### config.mk
export PLATFORM = sky130hd
export DESIGN_NAME = pid_with_antiwindup
export DESIGN_NICKNAME = d
export VERILOG_FILES = /design/src/hdl/pwa_pkg.sv /design/src/hdl/pid_with_antiwindup.sv
export VERILOG_INCLUDE_DIRS = /design/src /design/src/hdl
export SDC_FILE = /design/constraint.sdc
export NUM_CORES = 2
export LEC_CHECK = 0
export ABC_AREA = 1
export ABC_CLOCK_PERIOD_IN_PS = 8600
export BUFFER_PORTS_ARGS = -buffer_cell sky130_fd_sc_hd__buf_2
export CORE_AREA = 2 2 483 485
export DETAILED_ROUTE_END_ITERATION = 7
export DIE_AREA = 0 0 485 487
export RECOVER_POWER = 50
export SLEW_MARGIN = 20
export SYNTH_ARGS = -nofsm -noshare
export SYNTH_HDL_FRONTEND = slang
export SYNTH_SLANG_ARGS = --single-unit
### constraint.sdc
create_clock -name clk -period 8.6 [get_ports clk]
set_clock_uncertainty 0.1 [all_clocks]
set_input_delay 1.29 -clock clk [delete_from_list [all_inputs] [get_ports clk]]
set_output_delay 1.29 -clock clk [all_outputs]
set_load 0.03 [all_outputs]
### src/hdl/pid_with_antiwindup_defines.svh
// Assertion macros shared by the PID controller RTL.
`ifndef PID_WITH_ANTIWINDUP_DEFINES_SVH
`define PID_WITH_ANTIWINDUP_DEFINES_SVH

// Same-cycle implication, disabled while reset is asserted.
`define PWA_ASSERT_NOW(label, clk, rst_n, cond, prop, msg) \
    label: assert property (@(posedge clk) disable iff (!rst_n) (cond) |-> (prop)) \
        else $error(msg);

// Next-cycle implication, disabled while reset is asserted.
`define PWA_ASSERT_NEXT(label, clk, rst_n, cond, prop, msg) \
    label: assert property (@(posedge clk) disable iff (!rst_n) (cond) |=> (prop)) \
        else $error(msg);

`endif

### src/hdl/pwa_pkg.sv
// Types, constants and helper functions of the PID controller.
`timescale 1ns / 1ps
`default_nettype none
package pwa_pkg;

    localparam int ACC_W   = 56;
    localparam int SUM_W   = 44;
    localparam int OPA_W   = 34;
    localparam int OPB_W   = 20;
    localparam int DIGIT_W = 4;

    localparam logic [2:0] DIG_LAST = 3'd4;

    localparam logic [2:0] REG_PROP    = 3'd0;
    localparam logic [2:0] REG_INTEG   = 3'd1;
    localparam logic [2:0] REG_DERIV   = 3'd2;
    localparam logic [2:0] REG_BACK    = 3'd3;
    localparam logic [2:0] REG_FF      = 3'd4;
    localparam logic [2:0] REG_SMOOTH  = 3'd5;
    localparam logic [2:0] REG_LIMITS  = 3'd6;
    localparam logic [2:0] REG_TIMING  = 3'd7;

    localparam logic [16:0] SMOOTH_RESET = 17'd65536;
    localparam logic [33:0] TIMING_RESET = 34'd6554255;

    typedef enum logic [2:0] {
        ST_IDLE,
        ST_LOAD,
        ST_MUL,
        ST_POST,
        ST_CLAMP,
        ST_FINISH,
        ST_DONE
    } state_t;

    typedef enum logic [3:0] {
        OP_INTEG,
        OP_RAWD,
        OP_SMA,
        OP_SMB,
        OP_PROP,
        OP_INT,
        OP_DER,
        OP_FF,
        OP_BACK
    } op_t;

    function automatic logic signed [31:0] sat32(input logic signed [47:0] x);
        logic signed [31:0] r;
        if (x > 48'sh0000_7FFF_FFFF)
            r = 32'sh7FFF_FFFF;
        else if (x < -48'sh0000_8000_0000)
            r = 32'sh8000_0000;
        else
            r = x[31:0];
        return r;
    endfunction

    // The maximum is applied first, so the minimum wins when they cross.
    function automatic logic signed [31:0] clamp32(input logic signed [31:0] x,
                                                   input logic signed [31:0] lo,
                                                   input logic signed [31:0] hi);
        logic signed [31:0] r;
        r = x;
        if (r > hi)
            r = hi;
        if (r < lo)
            r = lo;
        return r;
    endfunction

endpackage
`default_nettype wire

### src/hdl/pid_with_antiwindup.sv
// PID controller with back-calculation anti-windup, top level.
`timescale 1ns / 1ps
`default_nettype none
`include "pid_with_antiwindup_defines.svh"

// One sample runs through nine signed products on a single shared multiplier.
// The multiplier takes the narrow operand four bits per cycle, so each product
// is built from five digits between a load state and a post state. A compute
// beat adds a clamp state after the feedforward product and a finish state
// after the back-calculation product before the done state; a clear beat goes
// from idle straight to the done state. The input side is ready only while the
// sequencer is idle. The result sits in an output register, so the next beat
// can be accepted while it waits to be taken.
module pid_with_antiwindup (
    input  wire logic        clk,
    input  wire logic        rst_n,
    input  wire logic        cfg_we,
    input  wire logic [2:0]  cfg_addr,
    input  wire logic [63:0] cfg_data,
    input  wire logic        s_tvalid,
    output logic             s_tready,
    input  wire logic [47:0] s_tdata,   // target[15:0], measured[31:16], disturb[47:32]
    input  wire logic        s_tuser,   // action: 0 compute, 1 clear
    output logic             m_tvalid,
    input  wire logic        m_tready,
    output logic [79:0]      m_tdata    // effort[15:0], integral_now[47:16], derivative_now[79:48]
);

    localparam int SUM_W_L = pwa_pkg::SUM_W;
    localparam int ACC_W_L = pwa_pkg::ACC_W;

    pwa_pkg::state_t state_reg, state_next;
    pwa_pkg::op_t    op_reg;

    logic signed [15:0] prop_reg, igain_reg, dgain_reg, kb_reg, ff_reg;
    logic [16:0]        smooth_reg;
    logic [63:0]        limits_reg;
    logic [33:0]        timing_reg;

    logic signed [31:0] integ_reg, deriv_reg, rawd_reg, raw_reg, clamped_reg;
    logic signed [16:0] err_reg, last_err_reg;
    logic signed [15:0] dist_reg;
    logic signed [SUM_W_L-1:0] sum_reg;
    logic               clr_reg;

    logic signed [ACC_W_L-1:0] acc_reg, a_reg;
    logic signed [pwa_pkg::OPB_W-1:0] b_reg;
    logic [2:0] dig_cnt_reg;

    logic signed [pwa_pkg::OPA_W-1:0] a_sel;
    logic signed [pwa_pkg::OPB_W-1:0] b_sel;
    logic signed [4:0]          digit;
    logic signed [ACC_W_L-1:0]  step_prod;
    logic [16:0]                s_eff;
    logic [16:0]                s_comp;
    logic signed [17:0]         err_diff;
    logic signed [31:0]         out_lo, out_hi, int_lo, int_hi;
    logic signed [31:0]         raw_sat;
    logic signed [31:0]         eff_src;
    logic                       in_fire, out_load, m_valid_reg;
    logic [79:0]                m_data_reg;

    localparam logic signed [ACC_W_L-1:0] RAWD_HI = 32767;
    localparam logic signed [ACC_W_L-1:0] RAWD_LO = -32768;

    assign in_fire  = s_tvalid && s_tready;
    assign s_eff    = (smooth_reg > pwa_pkg::SMOOTH_RESET) ? pwa_pkg::SMOOTH_RESET
                                                           : smooth_reg;
    assign s_comp   = 17'(pwa_pkg::SMOOTH_RESET - s_eff);
    assign err_diff = 18'(err_reg) - 18'(last_err_reg);
    assign out_lo   = {limits_reg[15:0], 16'b0};
    assign out_hi   = {limits_reg[31:16], 16'b0};
    assign int_lo   = {limits_reg[47:32], 16'b0};
    assign int_hi   = {limits_reg[63:48], 16'b0};
    assign raw_sat  = pwa_pkg::sat32(48'(sum_reg));
    assign eff_src  = timing_reg[32] ? clamped_reg : raw_reg;

    // The top digit of the narrow operand carries its sign.
    assign digit     = (dig_cnt_reg == pwa_pkg::DIG_LAST) ? {b_reg[3], b_reg[3:0]}
                                                          : {1'b0, b_reg[3:0]};
    assign step_prod = a_reg * digit;

    always_comb
    begin
        a_sel = '0;
        b_sel = '0;
        case (op_reg)
            pwa_pkg::OP_INTEG:
            begin
                a_sel = {18'b0, timing_reg[15:0]};
                b_sel = 20'(err_reg);
            end
            pwa_pkg::OP_RAWD:
            begin
                a_sel = {18'b0, timing_reg[31:16]};
                b_sel = 20'(err_diff);
            end
            pwa_pkg::OP_SMA:
            begin
                a_sel = 34'(rawd_reg);
                b_sel = {3'b0, s_eff};
            end
            pwa_pkg::OP_SMB:
            begin
                a_sel = 34'(deriv_reg);
                b_sel = {3'b0, s_comp};
            end
            pwa_pkg::OP_PROP:
            begin
                a_sel = 34'(prop_reg);
                b_sel = 20'(err_reg);
            end
            pwa_pkg::OP_INT:
            begin
                a_sel = 34'(integ_reg);
                b_sel = 20'(igain_reg);
            end
            pwa_pkg::OP_DER:
            begin
                a_sel = 34'(deriv_reg);
                b_sel = 20'(dgain_reg);
            end
            pwa_pkg::OP_FF:
            begin
                a_sel = 34'(ff_reg);
                b_sel = 20'(dist_reg);
            end
            pwa_pkg::OP_BACK:
            begin
                a_sel = 34'(clamped_reg) - 34'(raw_reg);
                b_sel = 20'(kb_reg);
            end
            default:
            begin
                a_sel = '0;
                b_sel = '0;
            end
        endcase
    end

    always_comb
    begin
        state_next = state_reg;
        case (state_reg)
            pwa_pkg::ST_IDLE:
                if (s_tvalid)
                    state_next = s_tuser ? pwa_pkg::ST_DONE : pwa_pkg::ST_LOAD;
            pwa_pkg::ST_LOAD:
                state_next = pwa_pkg::ST_MUL;
            pwa_pkg::ST_MUL:
                if (dig_cnt_reg == pwa_pkg::DIG_LAST)
                    state_next = pwa_pkg::ST_POST;
            pwa_pkg::ST_POST:
                if (op_reg == pwa_pkg::OP_FF)
                    state_next = pwa_pkg::ST_CLAMP;
                else if (op_reg == pwa_pkg::OP_BACK)
                    state_next = pwa_pkg::ST_FINISH;
                else
                    state_next = pwa_pkg::ST_LOAD;
            pwa_pkg::ST_CLAMP:
                state_next = pwa_pkg::ST_LOAD;
            pwa_pkg::ST_FINISH:
                state_next = pwa_pkg::ST_DONE;
            pwa_pkg::ST_DONE:
                if (!m_valid_reg || m_tready)
                    state_next = pwa_pkg::ST_IDLE;
            default:
                state_next = pwa_pkg::ST_IDLE;
        endcase
    end

    always_comb
    begin
        s_tready = 1'b0;
        out_load = 1'b0;
        case (state_reg)
            pwa_pkg::ST_IDLE:
                s_tready = 1'b1;
            pwa_pkg::ST_DONE:
                out_load = !m_valid_reg || m_tready;
            default:
            begin
                s_tready = 1'b0;
                out_load = 1'b0;
            end
        endcase
    end

    always_ff @(posedge clk or negedge rst_n)
    begin
        if (!rst_n)
        begin
            state_reg <= pwa_pkg::ST_IDLE;
        end
        else
        begin
            state_reg <= state_next;
        end
    end

    always_ff @(posedge clk or negedge rst_n)
    begin
        if (!rst_n)
        begin
            prop_reg   <= '0;
            igain_reg  <= '0;
            dgain_reg  <= '0;
            kb_reg     <= '0;
            ff_reg     <= '0;
            smooth_reg <= pwa_pkg::SMOOTH_RESET;
            limits_reg <= '0;
            timing_reg <= pwa_pkg::TIMING_RESET;
        end
        else if (cfg_we)
        begin
            case (cfg_addr)
                pwa_pkg::REG_PROP:   prop_reg   <= cfg_data[15:0];
                pwa_pkg::REG_INTEG:  igain_reg  <= cfg_data[15:0];
                pwa_pkg::REG_DERIV:  dgain_reg  <= cfg_data[15:0];
                pwa_pkg::REG_BACK:   kb_reg     <= cfg_data[15:0];
                pwa_pkg::REG_FF:     ff_reg     <= cfg_data[15:0];
                pwa_pkg::REG_SMOOTH: smooth_reg <= cfg_data[16:0];
                pwa_pkg::REG_LIMITS: limits_reg <= cfg_data;
                pwa_pkg::REG_TIMING: timing_reg <= cfg_data[33:0];
                default:             limits_reg <= limits_reg;
            endcase
        end
    end

    always_ff @(posedge clk or negedge rst_n)
    begin
        if (!rst_n)
        begin
            op_reg       <= pwa_pkg::OP_INTEG;
            integ_reg    <= '0;
            deriv_reg    <= '0;
            last_err_reg <= '0;
            rawd_reg     <= '0;
            raw_reg      <= '0;
            clamped_reg  <= '0;
            err_reg      <= '0;
            dist_reg     <= '0;
            sum_reg      <= '0;
            clr_reg      <= 1'b0;
            acc_reg      <= '0;
            a_reg        <= '0;
            b_reg        <= '0;
            dig_cnt_reg  <= '0;
            m_valid_reg  <= 1'b0;
            m_data_reg   <= '0;
        end
        else
        begin
            if (out_load)
                m_valid_reg <= 1'b1;
            else if (m_tready)
                m_valid_reg <= 1'b0;
            case (state_reg)
                pwa_pkg::ST_IDLE:
                    if (in_fire)
                    begin
                        clr_reg <= s_tuser;
                        op_reg  <= pwa_pkg::OP_INTEG;
                        err_reg <= 17'($signed(s_tdata[15:0])) - 17'($signed(s_tdata[31:16]));
                        dist_reg <= s_tdata[47:32];
                        if (s_tuser)
                        begin
                            integ_reg    <= '0;
                            deriv_reg    <= '0;
                            last_err_reg <= '0;
                        end
                    end
                pwa_pkg::ST_LOAD:
                begin
                    a_reg       <= ACC_W_L'(a_sel);
                    b_reg       <= b_sel;
                    dig_cnt_reg <= '0;
                    // The two smoothing products share one accumulation.
                    if (op_reg != pwa_pkg::OP_SMB)
                        acc_reg <= '0;
                end
                pwa_pkg::ST_MUL:
                begin
                    acc_reg     <= acc_reg + step_prod;
                    a_reg       <= a_reg <<< pwa_pkg::DIGIT_W;
                    b_reg       <= b_reg >>> pwa_pkg::DIGIT_W;
                    dig_cnt_reg <= (dig_cnt_reg == pwa_pkg::DIG_LAST) ? 3'd0
                                                                      : dig_cnt_reg + 3'd1;
                end
                pwa_pkg::ST_POST:
                begin
                    op_reg <= pwa_pkg::op_t'(op_reg + 4'd1);
                    case (op_reg)
                        pwa_pkg::OP_INTEG:
                            integ_reg <= pwa_pkg::sat32(48'(integ_reg) + acc_reg[47:0]);
                        pwa_pkg::OP_RAWD:
                            if (acc_reg > RAWD_HI)
                                rawd_reg <= 32'sh7FFF_FFFF;
                            else if (acc_reg < RAWD_LO)
                                rawd_reg <= 32'sh8000_0000;
                            else
                                rawd_reg <= {acc_reg[15:0], 16'b0};
                        pwa_pkg::OP_SMB:
                            deriv_reg <= acc_reg[47:16];
                        pwa_pkg::OP_PROP:
                            sum_reg <= {acc_reg[35:0], 8'b0};
                        pwa_pkg::OP_INT, pwa_pkg::OP_DER:
                            sum_reg <= sum_reg + acc_reg[51:8];
                        pwa_pkg::OP_FF:
                            sum_reg <= sum_reg + {acc_reg[35:0], 8'b0};
                        pwa_pkg::OP_BACK:
                            integ_reg <= pwa_pkg::sat32(48'(integ_reg) + acc_reg[55:8]);
                        default:
                            sum_reg <= sum_reg;
                    endcase
                end
                pwa_pkg::ST_CLAMP:
                begin
                    raw_reg     <= raw_sat;
                    clamped_reg <= pwa_pkg::clamp32(raw_sat, out_lo, out_hi);
                end
                pwa_pkg::ST_FINISH:
                begin
                    if (timing_reg[33])
                        integ_reg <= pwa_pkg::clamp32(integ_reg, int_lo, int_hi);
                    last_err_reg <= err_reg;
                end
                pwa_pkg::ST_DONE:
                    if (out_load)
                    begin
                        m_data_reg  <= {deriv_reg, integ_reg,
                                        clr_reg ? 16'b0 : eff_src[31:16]};
                    end
                default:
                    clr_reg <= clr_reg;
            endcase
        end
    end

    assign m_tvalid = m_valid_reg;
    assign m_tdata  = m_data_reg;

    `PWA_ASSERT_NOW(a_digit_idle, clk, rst_n, state_reg != pwa_pkg::ST_MUL, dig_cnt_reg == 3'd0, "digit counter runs outside multiply")
    `PWA_ASSERT_NEXT(a_accept_busy, clk, rst_n, in_fire, !s_tready, "accepted beat did not start the sequencer")
    `PWA_ASSERT_NEXT(a_clear_state, clk, rst_n, in_fire && s_tuser, integ_reg == 32'sd0 && deriv_reg == 32'sd0 && last_err_reg == 17'sd0, "clear beat left controller state")

endmodule
`default_nettype wire
==> out/metrics.yaml <==
run_status:
  status: "complete, but fails checks"
  violations: "max-capacitance violations, max-slew violations"
detailed_routing:
  via_count: 54400
  drc: 0
  drt-initial-drc-count: 5442
  postRouteAntennaNets: 0
  drt-vias-per-instance: 4.97
  wl_um: 242000
  firstDrtPassIters: 6
  wl_per_cell_um: 22.2
final_layout:
  nets: 8561
  areaGrowthSynthToFinish_pct: 13.9
  largest_register_ffs: 80
  fin_cells: 10900
  fillCellCount: 25600
  drive_above_1_share_pct: 7.31
timing:
  worstMarginPinSlew_ns: 3.68
  setup_viol: 0
  rsz0062_at_grt: "false"
  maxSlewHeadroom_pct: -146
  maxSlewViolCount: 566
  fin_tns_setup_ns: 0
  min_period_over_period_pct: 82.6
  max_freq_mhz: 141
  hold_viol: 0
  layout_min_cycle_time_ns: 7.11
die:
  die_w_um: 485
  core_mm2: 0.231
  die-area_mm2: 0.236
  start_util_pct: 23.9
  rows: 177
  die_y_um: 487
  pin_count: 203
flow_run:
  maxCapViolations: 11
worst_hold_path:
  hold_class: "reg2reg"
  min_from: "m_tdata[37]"
  whs_path_depth: 2
cts:
  htree_levels: 3
  post_cts_buffers: 0
  cts-root-buf: "clkbuf_16"
  cts_buffers: 85
  post_cts_resize_count: 0
  clock_latency_ns: 0.78
  cts.path.max_buffers: 3
  holdBufCountCts: 0
  tritoncts: "built"
  clkSlewWorstSetupHoldPaths_ns: 0.06
  clock-sinks: 657
synth:
  synth-edff-count: 0
  ys_top_cells_by_area: "dfrtp_1, nand2_1, ha_1, fa_1, inv_1"
  avgSynthCellArea_um2: 7.21
  yosysWarnings: 0
  syn-cell-area_mm2: 0.0553
  synth.most_common_cell: "nand2_1"
  synthesis.instances: 7666
  async_flop_share_pct: 100
  synth_cell_types: 70
  yosys.area.top_type: "dfrtp_1"
  synthFlopType: "dfrtp_1"
  synth_top_area_share_pct: 29.3
  synth_seq_cells: 657
  yosys-top-cells-count: "nand2_1, inv_1, o21ai_0, dfrtp_1, nor2_1"
  yosysSeqAreaShare_pct: 29.8
  syn_nets: 8412
worst_setup_path:
  cp-end-kind: "flop"
  slowest_stage: "inv_1"
  critPathKind: "reg2reg"
  required_ns: 9.08
  timing.rr.end: "acc_reg[51]"
  r2r_start: "dig_cnt_reg[0]"
  crit_top_cell: "nand2_1"
  critical_path.startpoint: "dig_cnt_reg[0]"
  worstRegToRegCells: 33
  crit_path_max_fanout: 21
  rrSetupSlack_ns: 1.49
  setup.worst_path.start_class: "flop"
  slowest_delay_ns: 0.70
  endpoint: "acc_reg[51]"
  cp_data_arrival_time_ns: 7.59
grt:
  overflow: 0
  groute.usage.overall_pct: 20.1
  grt_pass1_vias: 52000
  grt_max_degree: 161
  grt_pass1_wl_um: 355000
  antenna_found_initial: 19
power:
  p_leak_nw: 31.4
  ir_drop_mv: 0.212
  p_per_area_mw_per_mm2: 357
placement:
  port_buffers: 202
  dp_hpwl_um: 191000
  dp_cells: 10800
  gp_congestion: 1.03
power by group:
| part | internal (W) | switching (W) |
|---|---|---|
| Sequential | 0.00410 | 0.00126 |
| Clock | 0.00221 | 0.00160 |
| Combinational | 0.00403 | 0.00928 |
per-stage QoR:
step	hold slack (ns)	total power (W)	utilization (%)	setup WS [ns]	cell area [um2]
6_report	0.368	0.0225	27.2	1.49	63000
5_1_grt	0.397	0.0242	27.2	1.01	62900
4_1_cts	0.343	0.0223	27.2	1.64	63000
3_5_place_dp	0.359	0.0183	25.9	1.65	60000
3_3_place_gp	0.352	0.0184	25.9	1.62	60000
2_1_floorplan	0.342	0.0136	-	3.07	55300
cell families (layout without fill, tap and decap cells):
kind of cell	after synthesis	after routing	share of synthesized area [%]
mux	10	10	0.204
xor+xnor	139	139	2.22
other cells	0	3	0
buf+inv	1359	1578	9.38
flops	657	657	29.8
compound gates	1765	1765	18.3
fa+ha+maj	625	625	17.1
simple gates	3111	3111	23.1
cell usage in the layout (no fill, tap or decap), types with 29 or more instances in the layout:
master,count
o21a_1,31
o21ai_0,687
dfrtp_1,643
o21bai_1,33
a221oi_1,29
inv_1,1096
o211ai_1,55
a21o_1,33
a31oi_1,49
buf_4,94
xnor2_1,51
ha_1,408
o22ai_1,67
buf_2,199
fa_1,217
clkbuf_1,29
nor3_1,48
nand2_1,1891
clkbuf_16,86
nor2_1,583
xor2_1,87
o21ai_1,41
a21oi_1,558
nand4_1,57
nand3_1,397
or2_2,47
nor4_1,29
per-layer routing:
metal | global-route usage (%) | share of wire, % | vias to the layer above
met3 | 3.78 | 8.3 | 448
met1 | 27.4 | 44 | 26100
met4 | 9.67 | 5.4 | 16
met5 | 0 | 0.045 | -
met2 | 30.4 | 43 | 2249
li1 | - | - | 25600
how the worst min path moves through the flow:
stage                        endpoint  slack (ns)
after floorplan           dist_reg[1]        0.34
after global placement    m_tdata[43]        0.35
after detailed placement   m_tdata[0]        0.36
after CTS                 m_tdata[63]        0.34
after global routing        b_reg[19]        0.40
final                     m_tdata[37]        0.37
area by class of cell:
class	count	area, um2	area share (%)
diodes	3	7.51	0.0119
multi-input cells	5650	33700	53.6
clock inverters	39	536	0.851
well taps	3043	3810	6.05
clock buffers	118	2420	3.85
flip-flops and latches	657	16500	26.1
repair buffers	309	1810	2.88
inverters	1112	4180	6.63
critical path: cells and delay by family, from the launching register on:
kind                       cells  cell delay, ns
AOI/OAI and AO/OA              8            1.54
and+or+nand+nor               11            0.92
adders and majority gates      6            2.35
DFF                            1            0.38
buffers and inverters          8            1.68
Note: power is estimated with default switching activity, not from simulation.
